### config.mk
export PLATFORM = sky130hd
export DESIGN_NAME = lxy_arith
export DESIGN_NICKNAME = d
export VERILOG_FILES = /design/src/hdl/lxy_pkg.sv /design/src/hdl/lxy_arith.sv
export SDC_FILE = /design/constraint.sdc
export NUM_CORES = 2
export LEC_CHECK = 0
export ABC_AREA = 1
export BUFFER_PORTS_ARGS = -buffer_cell sky130_fd_sc_hd__buf_2
export CORE_ASPECT_RATIO = 0.6
export CORE_UTILIZATION = 60
export CTS_BUF_LIST = sky130_fd_sc_hd__clkbuf_4 sky130_fd_sc_hd__clkbuf_8
export DETAILED_ROUTE_END_ITERATION = 6
export PLACE_DENSITY = 0.88
export SETUP_SLACK_MARGIN = 0.1
export SLEW_MARGIN = 15
export SYNTH_ARGS = -nofsm -noshare
export SYNTH_HDL_FRONTEND = slang
export SYNTH_SLANG_ARGS = --single-unit
### constraint.sdc
create_clock -name clk_i -period 16.2 [get_ports clk_i]
set_input_delay 0.81 -clock clk_i [delete_from_list [all_inputs] [get_ports clk_i]]
set_output_delay 0.81 -clock clk_i [all_outputs]
set_load 0.03 [all_outputs]
### src/hdl/lxy_pkg.sv
// shared types, constants and helpers for the lissajous point generator
package lxy_pkg;

  typedef enum logic {
    OP_MUL = 1'b0,
    OP_DIV = 1'b1
  } arith_op_e;

  // request into the shared multiply / divide unit
  typedef struct packed {
    logic        start;
    arith_op_e   op;
    logic [63:0] opa;
    logic [31:0] opb;
  } arith_req_t;

  typedef struct packed {
    logic        done;
    logic [63:0] result;
  } arith_rsp_t;

  // quotient bits retired per divider cycle
  localparam int DivStepBits = 4;

  // pi in q60, split into halves for the 32-bit multiplier
  localparam logic [31:0] PiHi     = 32'h3243_F6A8;
  localparam logic [31:0] PiLo     = 32'h885A_308D;
  localparam logic [63:0] OneQ60   = 64'h1000_0000_0000_0000;
  localparam logic [5:0]  MaxDots  = 6'd63;
  localparam logic [4:0]  TermLimit = 5'd24;

  // integer factor of series term k: (2k)(2k+1) for sine, (2k-1)(2k) for cosine
  function automatic logic [11:0] term_div(input logic [4:0] k, input logic want_sin);
    logic [5:0]  k2;
    logic [11:0] fa;
    logic [11:0] fb;
    k2 = {k, 1'b0};
    if (want_sin) begin
      fa = {6'd0, k2};
      fb = {6'd0, k2 + 6'd1};
    end else begin
      fa = {6'd0, k2 - 6'd1};
      fb = {6'd0, k2};
    end
    return fa * fb;
  endfunction

endpackage

### src/hdl/lxy_arith.sv
// shared 32x32 multiplier and radix-16 divider used by the point sequencer
module lxy_arith
  import lxy_pkg::*;
(
  input  logic       clk_i,
  input  logic       rst_ni,
  input  arith_req_t req_i,
  output arith_rsp_t rsp_o
);

  localparam int Steps  = 64 / DivStepBits;
  localparam int CntW   = $clog2(Steps);

  logic                   run_q;
  logic                   done_q;
  logic [CntW-1:0]        cnt_q;
  logic [63:0]            work_q;
  logic [14:0]            rem_q;
  logic [14:0]            dsr_q;
  logic [DivStepBits-1:0] qbits;
  logic [14:0]            rem_next;
  logic [15:0]            trial;
  logic [63:0]            prod;

  assign prod = req_i.opa[31:0] * req_i.opb;

  // a few restoring steps per cycle, dividend bits taken from the top of work_q
  always_comb begin
    rem_next = rem_q;
    qbits    = '0;
    trial    = '0;
    for (int j = 0; j < DivStepBits; j++) begin
      trial = {rem_next, work_q[63-j]};
      if (trial >= {1'b0, dsr_q}) begin
        trial = trial - {1'b0, dsr_q};
        qbits[DivStepBits-1-j] = 1'b1;
      end
      rem_next = trial[14:0];
    end
  end

  always_ff @(posedge clk_i or negedge rst_ni) begin
    if (!rst_ni) begin
      run_q  <= 1'b0;
      done_q <= 1'b0;
      cnt_q  <= '0;
    end else begin
      done_q <= 1'b0;
      if (req_i.start) begin
        if (req_i.op == OP_MUL) begin
          done_q <= 1'b1;
        end else begin
          run_q <= 1'b1;
          cnt_q <= '0;
        end
      end else if (run_q) begin
        cnt_q <= cnt_q + CntW'(1);
        if (cnt_q == CntW'(Steps - 1)) begin
          run_q  <= 1'b0;
          done_q <= 1'b1;
        end
      end
    end
  end

  always_ff @(posedge clk_i) begin
    if (req_i.start) begin
      if (req_i.op == OP_MUL) begin
        work_q <= prod;
      end else begin
        work_q <= req_i.opa;
        rem_q  <= '0;
        dsr_q  <= req_i.opb[14:0];
      end
    end else if (run_q) begin
      work_q <= {work_q[63-DivStepBits:0], qbits};
      rem_q  <= rem_next;
    end
  end

  assign rsp_o.done   = done_q;
  assign rsp_o.result = work_q;

endmodule

==> run metrics <==
# setup viols final 0; nets 6566; first-pass GRT wire length 201 mm; GRT Total Usage 0.374; Detail Route Antenna Nets 0; clock slew at reported path FFs 140 ps; port bufs 164; core area 68200 µm²; postcts setup bufs 0; Clk Latency, worst-skew pair 440 ps; Max Slew Vio Count 0; WL/cell 20.5 µm; CTS root buf clkbuf_8; Hold Crit Class input port to asynchronous set/reset pin; Mapped Cells 5300; P&R area growth vs syn 3.25%; Main synth FF type edfxtp_1; Post-Syn Nets 6624; Worst Path Arrival 9100 ps; hpwl dp 99.4 mm; Synth top cells by count 1500 x nand2_1, 1388 x inv_1, 900 x fa_1; kind of critical path input port to flop; DRT iter0 DRCs 4153; number of synthesized flops with an enable pin 94; most area-hungry cell type in the Yosys netlist fa_1; number of global-route vias before repair 36699; clk sinks 100; largest net degree at the start of global routing 81; Setup Skew 28.5 ps; number of synthesized register bits 100; Fmax achieved 110 MHz; setup TNS 0 ps; H-tree Lvls 3; Largest stage delay, worst path 820 ps; Slowest cell on crit path buf_2; drt drc 0; DR pass1 iterations 6; CTS tree done; Max Buffers Root-to-Sink 2; Die ar. 70300 µm²; most common cell in the netlist nand2_1; Die Height 206 µm; Max-slew headroom 0.240; Worst-Margin Slew 1140 ps; total of max-cap violations 0; Starting Density 0.609; asr flop ratio synth 0.0600; Cell Area, Synth 41500 µm²; filler instances 5678; drt via density 5.73; Die Wd 342 µm; status complete, no violations; syn_area_per_cell 7.84 µm²; final worst path period share 0.559; fraction of layout cells with a size suffix above 1 0.0440; crit end category flop; crit path launch type input port; via count 35285; synth unique cells 52; PostCTS Resize Cnt 0; initial antenna violation count 3; Final Hold Viols 0; GPL Wtd Cong 1.08; Worst Path Required 16250 ps; Synth top area share 0.434; row cnt 74; unrepaired setup endpoints after global routing false; Synth area leaders fa_1 43%, nand2_1 14%, inv_1 13%, ha_1 9.8%, edfxtp_1 6.8%; total congestion overflow 0; Yosys warning count 0; Tmin final 9050 ps; hold_buf cts 0; register area share after synthesis 0.0716; critical path fanouts, max 33; internal reg-to-reg setup slack 7290 ps; WL final 126 mm; clock buffer count from CTS 9; IO Pins 165
## cells by family (layout without fill, tap and decap cells)
| group | Yosys count | in the layout | synth area share |
|---|---|---|---|
| AOI/OAI and AO/OA | 395 | 395 | 0.0544 |
| buffers and inverters | 1646 | 1593 | 0.150 |
| and+or+nand+nor | 1858 | 1858 | 0.176 |
| xor gates and xnor gates | 77 | 77 | 0.0162 |
| other | 0 | 3 | 0 |
| DFF | 100 | 100 | 0.0716 |
| adders and majority gates | 1224 | 1224 | 0.531 |
## worst max-delay path: cells and delay by family
| family | cells | cell delay (ps) |
|---|---|---|
| compound gates | 2 | 840 |
| fa+ha+maj | 9 | 4550 |
| buf+inv | 9 | 1280 |
| simple gates | 9 | 1590 |
## cells in the final DEF, fill, tap and decap left out, drive strengths merged, types with 6 or more instances in the layout
master	n
o211ai	35
o21bai	9
nand3	118
nand2	1505
nor2	178
clkbuf	9
a21o	18
xor2	34
a21oi	159
or2	10
buf	186
nand4	11
nor4	6
edfxtp	94
ha	324
a31oi	12
inv	1393
dfrtp	6
nor3	21
nand3b	7
a21boi	10
o21ai	128
xnor2	43
fa	900
## path summary, 6_finish.rpt
kind / endpoint / cells after the start / startpoint
max in group asynchronous: run_q / 1 / rst_ni
hold / removal: cnt_q[0] / 1 / rst_ni
min in group clk_i: run_q / 2 / run_q
hold reg to reg: run_q / 2 / run_q
setup reg to reg: rem_q[0] / 49 / dsr_q[1]
setup / recovery: work_q[63] / 29 / req_i[51]
## state kept, by name (all words and copies together), names as in the netlist
| name | flops |
|---|---|
| rem_q | 15 |
| run_q | 1 |
| work_q | 64 |
| dsr_q | 15 |
| cnt_q | 4 |
| done_q | 1 |
## metrics by stage
step	hold slack [ps]	setup WS (ps)	cells	cell area (µm²)	util
floorplan	463	8750	5300	41500	-
global placement	481	7080	6143	42700	0.625
detailed placement	493	6980	6143	42700	0.625
CTS	167	7420	6159	42900	0.628
global route	163	6520	6160	42900	0.628
finish	170	7150	6162	42900	0.628
## layout make-up
| cell class | instances | area (µm²) | area share |
|---|---|---|---|
| multi-input combinational | 3554 | 32300 | 0.754 |
| sequential | 100 | 2970 | 0.0693 |
| tap | 912 | 1140 | 0.0266 |
| clock buffer | 9 | 124 | 0.00289 |
| antenna | 3 | 7.51 | 0.000175 |
| clock inverter | 7 | 91.3 | 0.00213 |
| inverter | 1391 | 5220 | 0.122 |
| timing repair buffer | 186 | 986 | 0.0230 |
## per-layer routing
layer  global-route usage  wire length [µm]  vias to the layer above
li1                     -                 -                    15267
met4                0.106              3860                        2
met5                    0                 8                        -
met2                0.559             53900                     2604
met1                0.528             48900                    17083
met3                0.110             19600                      329
Power is not shown: default switching activity piles up to over one toggle a cycle in this logic, so the estimate is an artifact.
